[config.mk]
export PLATFORM = sky130hd
export DESIGN_NAME = fifo_with_priority_extraction_flat
export DESIGN_NICKNAME = d
export VERILOG_FILES = /design/src/sv/fwpe_pkg.sv /design/src/sv/fwpe_in_if.sv /design/src/sv/fwpe_out_if.sv /design/src/sv/fifo_with_priority_extraction.sv /design/src/flat_wrapper.sv
export SDC_FILE = /design/constraint.sdc
export NUM_CORES = 1
export LEC_CHECK = 0
export BUFFER_PORTS_ARGS = -buffer_cell sky130_fd_sc_hd__buf_2
export CORE_ASPECT_RATIO = 0.5
export CORE_MARGIN = 2
export CORE_UTILIZATION = 35
export CTS_BUF_LIST = sky130_fd_sc_hd__clkbuf_8
export CTS_CLUSTER_SIZE = 16
export DETAILED_ROUTE_END_ITERATION = 8
export SLEW_MARGIN = 40
export SYNTH_ARGS = -nofsm -noshare
export SYNTH_HDL_FRONTEND = slang
export SYNTH_SLANG_ARGS = --single-unit
[constraint.sdc]
create_clock -name clk -period 15.9 [get_ports clk]
set_input_delay 0.795 -clock clk [delete_from_list [all_inputs] [get_ports clk]]
set_output_delay 0.795 -clock clk [all_outputs]
set_load 0.01 [all_outputs]
[src/sv/fwpe_pkg.sv]
// Shared types and codes for the priority-extraction message queue.
`default_nettype none
package fwpe_pkg;

  localparam int PRIO_BITS = 8;

  typedef logic [2:0]           action_t;
  typedef logic [1:0]           status_t;
  typedef logic [PRIO_BITS-1:0] prio_t;

  localparam action_t ACT_PUSH      = 3'd0;
  localparam action_t ACT_POP_FRONT = 3'd1;
  localparam action_t ACT_POP_EXACT = 3'd2;
  localparam action_t ACT_POP_MIN   = 3'd3;
  localparam action_t ACT_CLEAR     = 3'd4;

  localparam status_t ST_OK        = 2'd0;
  localparam status_t ST_EMPTY     = 2'd1;
  localparam status_t ST_NOT_FOUND = 2'd2;
  localparam status_t ST_FULL      = 2'd3;

endpackage
`default_nettype wire

[src/sv/fwpe_in_if.sv]
// Request channel interface of the message queue.
`default_nettype none
interface fwpe_in_if #(
  parameter int PAYLOAD_BITS = 32
);
  import fwpe_pkg::*;

  logic                    valid;
  logic                    ready;
  action_t                 action;
  prio_t                   priority_req;
  logic [PAYLOAD_BITS-1:0] payload;

  modport source (output valid, action, priority_req, payload, input ready);
  modport sink   (input valid, action, priority_req, payload, output ready);
endinterface
`default_nettype wire

[src/sv/fwpe_out_if.sv]
// Result channel interface of the message queue.
`default_nettype none
interface fwpe_out_if #(
  parameter int PAYLOAD_BITS = 32,
  parameter int CNT_BITS     = 5
);
  import fwpe_pkg::*;

  logic                    valid;
  logic                    ready;
  status_t                 status;
  prio_t                   out_priority;
  logic [PAYLOAD_BITS-1:0] out_payload;
  logic [CNT_BITS-1:0]     count;

  modport source (output valid, status, out_priority, out_payload, count, input ready);
  modport sink   (input valid, status, out_priority, out_payload, count, output ready);
endinterface
`default_nettype wire

[src/sv/fifo_with_priority_extraction.sv]
// Arrival-ordered message queue with pop-front, pop-by-priority and gap-closing removal.
// Push, clear, undefined actions and pops of an empty queue skip the scan and go straight
// to the done state. A pop scans slot by slot through the single-read memory port, and
// after a hit shifts later slots down one per cycle to close the gap. One item is in work
// at a time; the next is accepted once the result is registered. Reset empties the queue
// and the output register; slots are not cleared.
`default_nettype none
module fifo_with_priority_extraction #(
  parameter int DEPTH        = 16,
  parameter int PAYLOAD_BITS = 32
) (
  input  wire logic   clk,
  input  wire logic   rst_n,
  fwpe_in_if.sink     in_ch,
  fwpe_out_if.source  out_ch
);
  import fwpe_pkg::*;

  localparam int IW = (DEPTH > 1) ? $clog2(DEPTH) : 1;
  localparam int CW = $clog2(DEPTH + 1);

  localparam logic [1:0] S_IDLE  = 2'd0;
  localparam logic [1:0] S_SCAN  = 2'd1;
  localparam logic [1:0] S_SHIFT = 2'd2;
  localparam logic [1:0] S_DONE  = 2'd3;

  prio_t                   mem_prio [DEPTH];
  logic [PAYLOAD_BITS-1:0] mem_pay  [DEPTH];

  logic [1:0]              state_r, state_nxt;
  logic [CW-1:0]           count_r, count_nxt;
  action_t                 act_r, act_nxt;
  prio_t                   key_r, key_nxt;
  logic [CW-1:0]           idx_r, idx_nxt;
  logic                    chk_vld_r, chk_vld_nxt;
  logic [IW-1:0]           chk_idx_r, chk_idx_nxt;
  logic [CW-1:0]           src_r, src_nxt;
  logic                    wr_pend_r, wr_pend_nxt;
  logic [IW-1:0]           wr_idx_r, wr_idx_nxt;
  status_t                 res_status_r, res_status_nxt;
  prio_t                   res_prio_r, res_prio_nxt;
  logic [PAYLOAD_BITS-1:0] res_pay_r, res_pay_nxt;
  prio_t                   rd_prio_r;
  logic [PAYLOAD_BITS-1:0] rd_pay_r;
  logic                    out_valid_r, out_valid_nxt;
  status_t                 out_status_r;
  prio_t                   out_prio_r;
  logic [PAYLOAD_BITS-1:0] out_pay_r;
  logic [CW-1:0]           out_count_r;

  logic                    out_load;
  logic                    hit;
  logic [IW-1:0]           rd_addr;
  logic                    mem_we;
  logic [IW-1:0]           mem_waddr;
  prio_t                   mem_wprio;
  logic [PAYLOAD_BITS-1:0] mem_wpay;

  always_comb begin
    case (act_r)
      ACT_POP_FRONT: hit = 1'b1;
      ACT_POP_EXACT: hit = (rd_prio_r == key_r);
      ACT_POP_MIN:   hit = (rd_prio_r >= key_r);
      default:       hit = 1'b0;
    endcase
  end

  always_comb begin
    state_nxt      = state_r;
    count_nxt      = count_r;
    act_nxt        = act_r;
    key_nxt        = key_r;
    idx_nxt        = idx_r;
    chk_vld_nxt    = chk_vld_r;
    chk_idx_nxt    = chk_idx_r;
    src_nxt        = src_r;
    wr_pend_nxt    = wr_pend_r;
    wr_idx_nxt     = wr_idx_r;
    res_status_nxt = res_status_r;
    res_prio_nxt   = res_prio_r;
    res_pay_nxt    = res_pay_r;
    out_valid_nxt  = out_valid_r && !out_ch.ready;
    out_load       = 1'b0;
    rd_addr        = idx_r[IW-1:0];
    mem_we         = 1'b0;
    mem_waddr      = wr_idx_r;
    mem_wprio      = rd_prio_r;
    mem_wpay       = rd_pay_r;
    case (state_r)
      S_IDLE: begin
        if (in_ch.valid) begin
          act_nxt        = in_ch.action;
          key_nxt        = in_ch.priority_req;
          res_status_nxt = ST_OK;
          res_prio_nxt   = '0;
          res_pay_nxt    = '0;
          idx_nxt        = '0;
          chk_vld_nxt    = 1'b0;
          state_nxt      = S_DONE;
          case (in_ch.action)
            ACT_PUSH: begin
              if (count_r >= CW'(DEPTH)) begin
                res_status_nxt = ST_FULL;
              end else begin
                mem_we    = 1'b1;
                mem_waddr = count_r[IW-1:0];
                mem_wprio = in_ch.priority_req;
                mem_wpay  = in_ch.payload;
                count_nxt = count_r + CW'(1);
              end
            end
            ACT_POP_FRONT, ACT_POP_EXACT, ACT_POP_MIN: begin
              if (count_r == '0) begin
                res_status_nxt = ST_EMPTY;
              end else begin
                state_nxt = S_SCAN;
              end
            end
            ACT_CLEAR: begin
              count_nxt = '0;
            end
            default: begin
            end
          endcase
        end
      end
      S_SCAN: begin
        rd_addr = idx_r[IW-1:0];
        if (chk_vld_r && hit) begin
          res_prio_nxt = rd_prio_r;
          res_pay_nxt  = rd_pay_r;
          src_nxt      = CW'(chk_idx_r) + CW'(1);
          wr_pend_nxt  = 1'b0;
          chk_vld_nxt  = 1'b0;
          state_nxt    = S_SHIFT;
        end else if (idx_r < count_r) begin
          idx_nxt     = idx_r + CW'(1);
          chk_vld_nxt = 1'b1;
          chk_idx_nxt = idx_r[IW-1:0];
        end else begin
          chk_vld_nxt = 1'b0;
          if (!chk_vld_r) begin
            res_status_nxt = ST_NOT_FOUND;
            state_nxt      = S_DONE;
          end
        end
      end
      S_SHIFT: begin
        rd_addr = src_r[IW-1:0];
        if (wr_pend_r) begin
          mem_we = 1'b1;
        end
        if (src_r < count_r) begin
          src_nxt     = src_r + CW'(1);
          wr_idx_nxt  = IW'(src_r - CW'(1));
          wr_pend_nxt = 1'b1;
        end else begin
          wr_pend_nxt = 1'b0;
          if (!wr_pend_r) begin
            count_nxt = count_r - CW'(1);
            state_nxt = S_DONE;
          end
        end
      end
      S_DONE: begin
        if (!out_valid_r || out_ch.ready) begin
          out_load      = 1'b1;
          out_valid_nxt = 1'b1;
          state_nxt     = S_IDLE;
        end
      end
      default: begin
        state_nxt = S_IDLE;
      end
    endcase
  end

  always_ff @(posedge clk) begin
    if (mem_we) begin
      mem_prio[mem_waddr] <= mem_wprio;
      mem_pay[mem_waddr]  <= mem_wpay;
    end
    rd_prio_r <= mem_prio[rd_addr];
    rd_pay_r  <= mem_pay[rd_addr];
  end

  always_ff @(posedge clk) begin
    if (!rst_n) begin
      state_r     <= S_IDLE;
      count_r     <= '0;
      chk_vld_r   <= 1'b0;
      wr_pend_r   <= 1'b0;
      out_valid_r <= 1'b0;
    end else begin
      state_r     <= state_nxt;
      count_r     <= count_nxt;
      chk_vld_r   <= chk_vld_nxt;
      wr_pend_r   <= wr_pend_nxt;
      out_valid_r <= out_valid_nxt;
    end
  end

  always_ff @(posedge clk) begin
    act_r        <= act_nxt;
    key_r        <= key_nxt;
    idx_r        <= idx_nxt;
    chk_idx_r    <= chk_idx_nxt;
    src_r        <= src_nxt;
    wr_idx_r     <= wr_idx_nxt;
    res_status_r <= res_status_nxt;
    res_prio_r   <= res_prio_nxt;
    res_pay_r    <= res_pay_nxt;
    if (out_load) begin
      out_status_r <= res_status_r;
      out_prio_r   <= res_prio_r;
      out_pay_r    <= res_pay_r;
      out_count_r  <= count_r;
    end
  end

  assign in_ch.ready         = (state_r == S_IDLE);
  assign out_ch.valid        = out_valid_r;
  assign out_ch.status       = out_status_r;
  assign out_ch.out_priority = out_prio_r;
  assign out_ch.out_payload  = out_pay_r;
  assign out_ch.count        = out_count_r;

endmodule
`default_nettype wire

[src/flat_wrapper.sv]
// flat-port wrapper written by rule: the top's interface ports become plain ports
module fifo_with_priority_extraction_flat import fwpe_pkg::*;
#(
  parameter int DEPTH        = 16,
  parameter int PAYLOAD_BITS = 32
)
  (clk, rst_n, in_ch_valid, in_ch_action, in_ch_priority_req, in_ch_payload, in_ch_ready, out_ch_valid, out_ch_status, out_ch_out_priority, out_ch_out_payload, out_ch_count, out_ch_ready);
  fwpe_in_if #(.PAYLOAD_BITS(PAYLOAD_BITS)) in_ch_i ();
  fwpe_out_if #(.PAYLOAD_BITS(PAYLOAD_BITS), .CNT_BITS((5))) out_ch_i ();
  input  wire logic clk;
  input  wire logic rst_n;
  input wire logic [$bits(in_ch_i.valid)-1:0] in_ch_valid;
  input wire logic [$bits(in_ch_i.action)-1:0] in_ch_action;
  input wire logic [$bits(in_ch_i.priority_req)-1:0] in_ch_priority_req;
  input wire logic [$bits(in_ch_i.payload)-1:0] in_ch_payload;
  output wire logic [$bits(in_ch_i.ready)-1:0] in_ch_ready;
  output wire logic [$bits(out_ch_i.valid)-1:0] out_ch_valid;
  output wire logic [$bits(out_ch_i.status)-1:0] out_ch_status;
  output wire logic [$bits(out_ch_i.out_priority)-1:0] out_ch_out_priority;
  output wire logic [$bits(out_ch_i.out_payload)-1:0] out_ch_out_payload;
  output wire logic [$bits(out_ch_i.count)-1:0] out_ch_count;
  input wire logic [$bits(out_ch_i.ready)-1:0] out_ch_ready;
  assign in_ch_i.valid = in_ch_valid;
  assign in_ch_i.action = in_ch_action;
  assign in_ch_i.priority_req = in_ch_priority_req;
  assign in_ch_i.payload = in_ch_payload;
  assign in_ch_ready = in_ch_i.ready;
  assign out_ch_valid = out_ch_i.valid;
  assign out_ch_status = out_ch_i.status;
  assign out_ch_out_priority = out_ch_i.out_priority;
  assign out_ch_out_payload = out_ch_i.out_payload;
  assign out_ch_count = out_ch_i.count;
  assign out_ch_i.ready = out_ch_ready;
  fifo_with_priority_extraction #(.DEPTH(DEPTH), .PAYLOAD_BITS(PAYLOAD_BITS)) u_core (.clk(clk), .rst_n(rst_n), .in_ch(in_ch_i), .out_ch(out_ch_i));
endmodule
---- Word-level counts from Yosys, hierarchy flattened ----
Memory sizes are Yosys's and may differ from the RTL's. A register that Yosys moved wholly into a read port is not among the register bits.
Cells that the tools add are included.
word-level totals
  memories ................................ 2
  output and inout bits ................... 49
  bits in writable memories ............... 640
  word-level logic and storage cells ...... 148
  input port bits ......................... 47
  register bits ........................... 128
memory list
  memory           words  bits a word  rd ports  clocked after Yosys merged registers in  write ports  line                                 RTL
  u_core.mem_pay   16     32           1         1                                        1            fifo_with_priority_extraction.sv:28  logic [PAYLOAD_BITS-1:0] mem_pay [DEPTH];
  u_core.mem_prio  16     8            1         1                                        1            fifo_with_priority_extraction.sv:27  prio_t mem_prio [DEPTH];
cells by class
  muxes and demuxes ....................... 69
  equality and inequality tests ........... 25
  bitwise logic cells ..................... 1
  reductions and logical operators ........ 23
  add/sub/neg operators ................... 6
  order comparisons ....................... 4
operators by type and width
  operator             count
  $mux 32              6
  $pmux 32 s2          1
  $mux 8               6
  $mux 5               9
  $pmux 5 s2           4
  $mux 2               14
  $mux 4               5
  $mux 1               16
  $pmux 8 s2           1
  $add 5x1->5 const B  3
  $eq 3x2->1 const B   4
  $ne 2x2->1 const B   6
  $reduce_and 6->1     2
  $lt 5x5->1           2
  $reduce_and 3->1     3
  $eq 8x8->1           1
  $ge 8x8->1           1
  $ne 2x1->1 const B   4
  $pmux 2 s2           2
  $pmux 2 s4           1
  $reduce_and 2->1     4
  $eq 3x1->1 const B   2
  $ne 3x3->1 const B   2
  $pmux 1 s2           3
  other kinds (21)     26

---- Depth between registers and ports, before layout ----
  word-level depth ........................ 7
  gate-level depth with buffers ........... 10
  gate-level depth less buffers ........... 8

---- Least setup slack after synthesis ----
Ideal clock, no wire load.
  kind .................................... reg2reg
  from .................................... register u_core.state_r[0]
  to ...................................... memory u_core.mem_pay[12][0] (enable)
  data arrival time ....................... 4.601 ns
  required time ........................... 15.413 ns
  period minus slack after synthesis ...... 5.088 ns
  path buffers ............................ 1
  setup slack ............................. 10.812 ns
  library setup time ...................... 0.487 ns
  stages on the path, launching flop included .. 8
  cells stage by stage .................... dfxtp_1 -> inv_1 -> ha_1 -> clkbuf_1 -> and2_1 -> nand3_1 -> mux2_2 -> nor3_1
between the ends
  longest elaborated chain between the ends .. 4
  elaborated cells between the ends (all ways) .. 6
ends and longest elaborated chain
  element                       line                                  RTL
  start: declaration            fifo_with_priority_extraction.sv:30   logic [1:0] state_r, state_nxt;
  start signal: assignment      fifo_with_priority_extraction.sv:195  state_r <= state_nxt;
  $logic_not 2->1 (*)           -
  net in_ch_ready               flat_wrapper.sv:16                    output wire logic [$bits(in_ch_i.ready)-1:0] in_ch_ready;
  $pmux 1 s2                    fifo_with_priority_extraction.sv:89   case (state_r)
  $mux 1                        fifo_with_priority_extraction.sv:179  if (mem_we) begin
  $mux 1 (implied by the code)  fifo_with_priority_extraction.sv:181  mem_pay[mem_waddr] <= mem_wpay;
  end: declaration              fifo_with_priority_extraction.sv:28
Mark *: on every way through the listed nets, which the timed path passes. The rest lies on a longest branch.

---- Worst setup path after layout ----
  from .................................... register u_core.state_r[1]
  to ...................................... memory u_core.mem_pay[0][31] (enable)
between the ends
  longest elaborated chain between the ends .. 4
  elaborated cells between the ends (all ways) .. 6
ends and longest elaborated chain
  element                                               line
  $eq 2x2->1 / $logic_not 2->1 (equally long branches)  fifo_with_priority_extraction.sv:89
  $pmux 1 s2                                            fifo_with_priority_extraction.sv:89
  $mux 1                                                fifo_with_priority_extraction.sv:179
  $mux 1 (implied by the code)                          fifo_with_priority_extraction.sv:181
Several ways; a longest one is shown, not always the timed one.

==> results.json <==
{
  "worstSetupStartpointType": "flop",
  "clkSinkCount": 808,
  "crit_type": "reg2reg",
  "fin_worst_skew_ns": 0.0645,
  "synth_area_um2": 31100,
  "die_height_um": 215,
  "post-place-cells": 2875,
  "worstPathRequired_ns": 16.26,
  "cts.reportedPaths.clkPinSlew_ns": 0.06,
  "cts-hold-fix-buffers": 0,
  "synth.distinct_cells": 52,
  "intPower_uw": 4500,
  "ctsResizeCount": 0,
  "ir_drop_mv": 0.129,
  "syn_nets": 1710,
  "synthCells": 1637,
  "async_reset_ff_share_pct": 0,
  "firstDrtPassIters": 5,
  "p_clk_share_pct": 24.6,
  "routed_via_density": 5.06,
  "fin_cells": 3102,
  "core_um2": 88200,
  "timing_hold_violations_final": 0,
  "hold_ws_ns": 0.270,
  "status": "finished clean",
  "drt_iter0_markers": 1403,
  "relSlewSlack_pct": 41.8,
  "final.setup.tns_ns": 0,
  "wire_per_inst_um": 23.0,
  "cpMostUsedCell": "buf_4",
  "area_delta_synth_final_pct": 14.5,
  "synthMostInstantiatedCell": "edfxtp_1",
  "p_switching_uw": 2130,
  "cts.path.max_buffers": 3,
  "nNetsFinal": 1884,
  "fin_util_pct": 40.4,
  "max-cap-violations": 0,
  "detail-route-antenna-nets": 0,
  "tightestPinTransition_ns": 0.873,
  "grt_max_degree": 81,
  "die_w_um": 426,
  "maxClockFrequency_mhz": 214,
  "n_fill_cell": 7873,
  "netlist.area_leader.share_pct": 73.2,
  "switching_share_pct": 32.2,
  "path_buf_inv": 4,
  "port_buffers": 95,
  "min_period_ns": 4.67,
  "arrival_ns": 5.03,
  "cp_max_fo": 30,
  "synth_top_flop_cell": "edfxtp_1",
  "cellPowerDensity_nw_per_um2": 186,
  "io_pins": 96,
  "clock_latency_ns": 0.77,
  "routabilityCongestion": 0.747,
  "critPathTopFamily": "simple AND/OR/NAND/NOR gates",
  "die-area_um2": 91400,
  "antenna_found_initial": 0,
  "ys_warn_count": 0,
  "synth_top_family_by_area": "multiplexers",
  "synthMuxAreaShare_pct": 12.1,
  "drive_above_1_share_pct": 25.7,
  "hp-class": "in2reg",
  "yosysTopAreaCell": "edfxtp_1",
  "slew_viol_final": 0,
  "synth.avg_cell_area_um2": 19.0,
  "grt_usage_pct": 15.6,
  "synth_xor_area_share_pct": 0.253,
  "ys_top_cells_by_count": "edfxtp_1 (758), nand2_1 (222), mux4_2 (160)",
  "fin_crit_sh_pct": 29.4,
  "synth_area_leaders": "edfxtp_1 (73%), mux4_2 (12%), dfxtp_1 (3.2%)",
  "seq_area_frac_synth_pct": 76.4,
  "combPwrFrac_pct": 30.7,
  "grt_first_pass_wirelength_um": 106000,
  "cts_tree": "done",
  "slowest_delay_ns": 0.72,
  "row_count": 77,
  "cts_root_buf": "clkbuf_8",
  "grt_pass1_vias": 16200,
  "routed-via-count": 15700,
  "ys_seq_elements": 808,
  "post-cts-setup-buffers": 0,
  "synth-edff-count": 758,
  "wl_um": 71300,
  "fin_area_um2": 35600,
  "rsz0062_at_grt": "no",
  "p_seq_share_pct": 44.6,
  "cp_slowest_cell": "nand3_2",
  "place_area_um2": 33200,
  "dp_hpwl_um": 35100,
  "setup_viol": 0,
  "h-tree-depth": 3,
  "leakagePower_uw": 0.0118,
  "numCtsBuffers": 119,
  "endpoint_kind": "flop",
  "initial_core_util_pct": 35.3,
  "crit_chain": "inv_1 -> ha_1 -> and2_1 -> nand3_2 -> buf_4 -> o21ai_0 -> o21ai_0 -> buf_4 -> nor2_4 -> buf_4",
  "drc": 0,
  "synth_fa_ha_area_share_pct": 1.05,
  "overflow": 0,
  "synth-compound-area-share_pct": 3.11,
  "synth-simple-area-share_pct": 5.41
}
## flip-flops by register name, indices dropped and copies added (netlist names)
name                        flops
u_core.act_r                    3
u_core.res_pay_r               32
u_core.chk_vld_r                1
u_core.idx_r                    5
u_core.out_ch.out_priority      8
u_core.out_ch.valid             1
u_core.mem_pay                512
u_core.count_r                  5
u_core.out_ch.out_payload      32
u_core.src_r                    5
u_core.chk_idx_r                4
u_core.res_status_r             2
u_core.mem_prio               128
u_core.state_r                  2
u_core.out_ch.status            2
u_core.out_ch.count             5
u_core.rd_pay_r                32
u_core.key_r                    8
u_core.wr_pend_r                1
u_core.res_prio_r               8
u_core.rd_prio_r                8
u_core.wr_idx_r                 4
## final timing paths
| kind | startpoint | endpoint | slack, ns | cells after the start |
|---|---|---|---|---|
| hold / removal | in_ch_priority_req[4] | u_core.key_r[4]$_DFFE_PP_ | 0.27 | 1 |
| hold reg to reg | u_core.res_pay_r[11]$_SDFFCE_PN0P_ | u_core.out_ch.out_payload[11]$_DFFE_PP_ | 0.41 | 0 |
| setup / recovery | u_core.state_r[1]$_SDFFE_PN0P_ | u_core.mem_pay[0][31]$_DFFE_PP_ | 11.23 | 10 |
| setup reg to reg | u_core.state_r[1]$_SDFFE_PN0P_ | u_core.mem_pay[0][31]$_DFFE_PP_ | 11.23 | 10 |
## cell type report
cell class	count	area (um2)	share of cell area [%]
sequential	808	23800	66.8
clock inverter	92	512	1.44
clock buffer	134	1840	5.18
timing repair buffer	132	875	2.46
inverter	29	109	0.306
multi-input combinational	721	7010	19.7
antenna	1	2.50	0.00703
tap	1185	1480	4.17
## per-stage QoR
stage               setup WS, ns  power (uW)
floorplan                  10.81        4460
CTS                        11.18        6700
finish                     11.23        6630
global route               10.94        6980
global placement           11.06        5000
detailed placement         11.14        5070
## cells by family (layout without fill, tap and decap cells)
kind of cell,after synthesis,count (layout)
AOI/OAI and AO/OA,140,140
and+or+nand+nor,373,373
muxes,173,173
adders and majority gates,26,26
DFF,808,808
xor gates and xnor gates,9,9
buffers and inverters,108,387
other,0,1
## power by group through the flow
| stage | Clock, uW | Sequential, uW | Combinational [uW] |
|---|---|---|---|
| final | 1630 | 2960 | 2040 |
| after global routing | 1760 | 2980 | 2230 |
| after CTS | 1670 | 2960 | 2070 |
| after detailed placement | 0 | 3010 | 2070 |
| after global placement | 0 | 3000 | 2000 |
| after floorplan | 0 | 2950 | 1510 |
## layer usage
layer / track usage (%) / routed length (um) / vias up
li1: - / - / 6870
met1: 21.9 / 31900 / 8242
met2: 24.8 / 33700 / 488
met3: 3.00 / 4120 / 92
met4: 4.66 / 1520 / 0
met5: 0 / 0 / -
## layout by cell type (no fill, tap or decap), types with 5 or more instances in the layout
cell / synthesis / layout
buf_2: 17 / 95
and2_1: 82 / 82
a21oi_1: 12 / 12
nand4_1: 5 / 5
nor2_4: 0 / 15
mux4_2: 160 / 160
inv_1: 27 / 64
nor2b_1: 7 / 6
a211oi_1: 43 / 43
clkinv_2: 0 / 21
nor2_1: 34 / 19
buf_4: 6 / 19
nand2_1: 222 / 222
clkinv_1: 2 / 24
xor2_1: 5 / 5
edfxtp_1: 758 / 758
o21ai_0: 12 / 12
nor3_1: 8 / 6
a31oi_1: 43 / 41
ha_1: 26 / 25
buf_6: 11 / 13
clkbuf_8: 0 / 134
mux2i_1: 9 / 6
dfxtp_1: 50 / 50
Note: power is estimated with default switching activity, not from simulation.
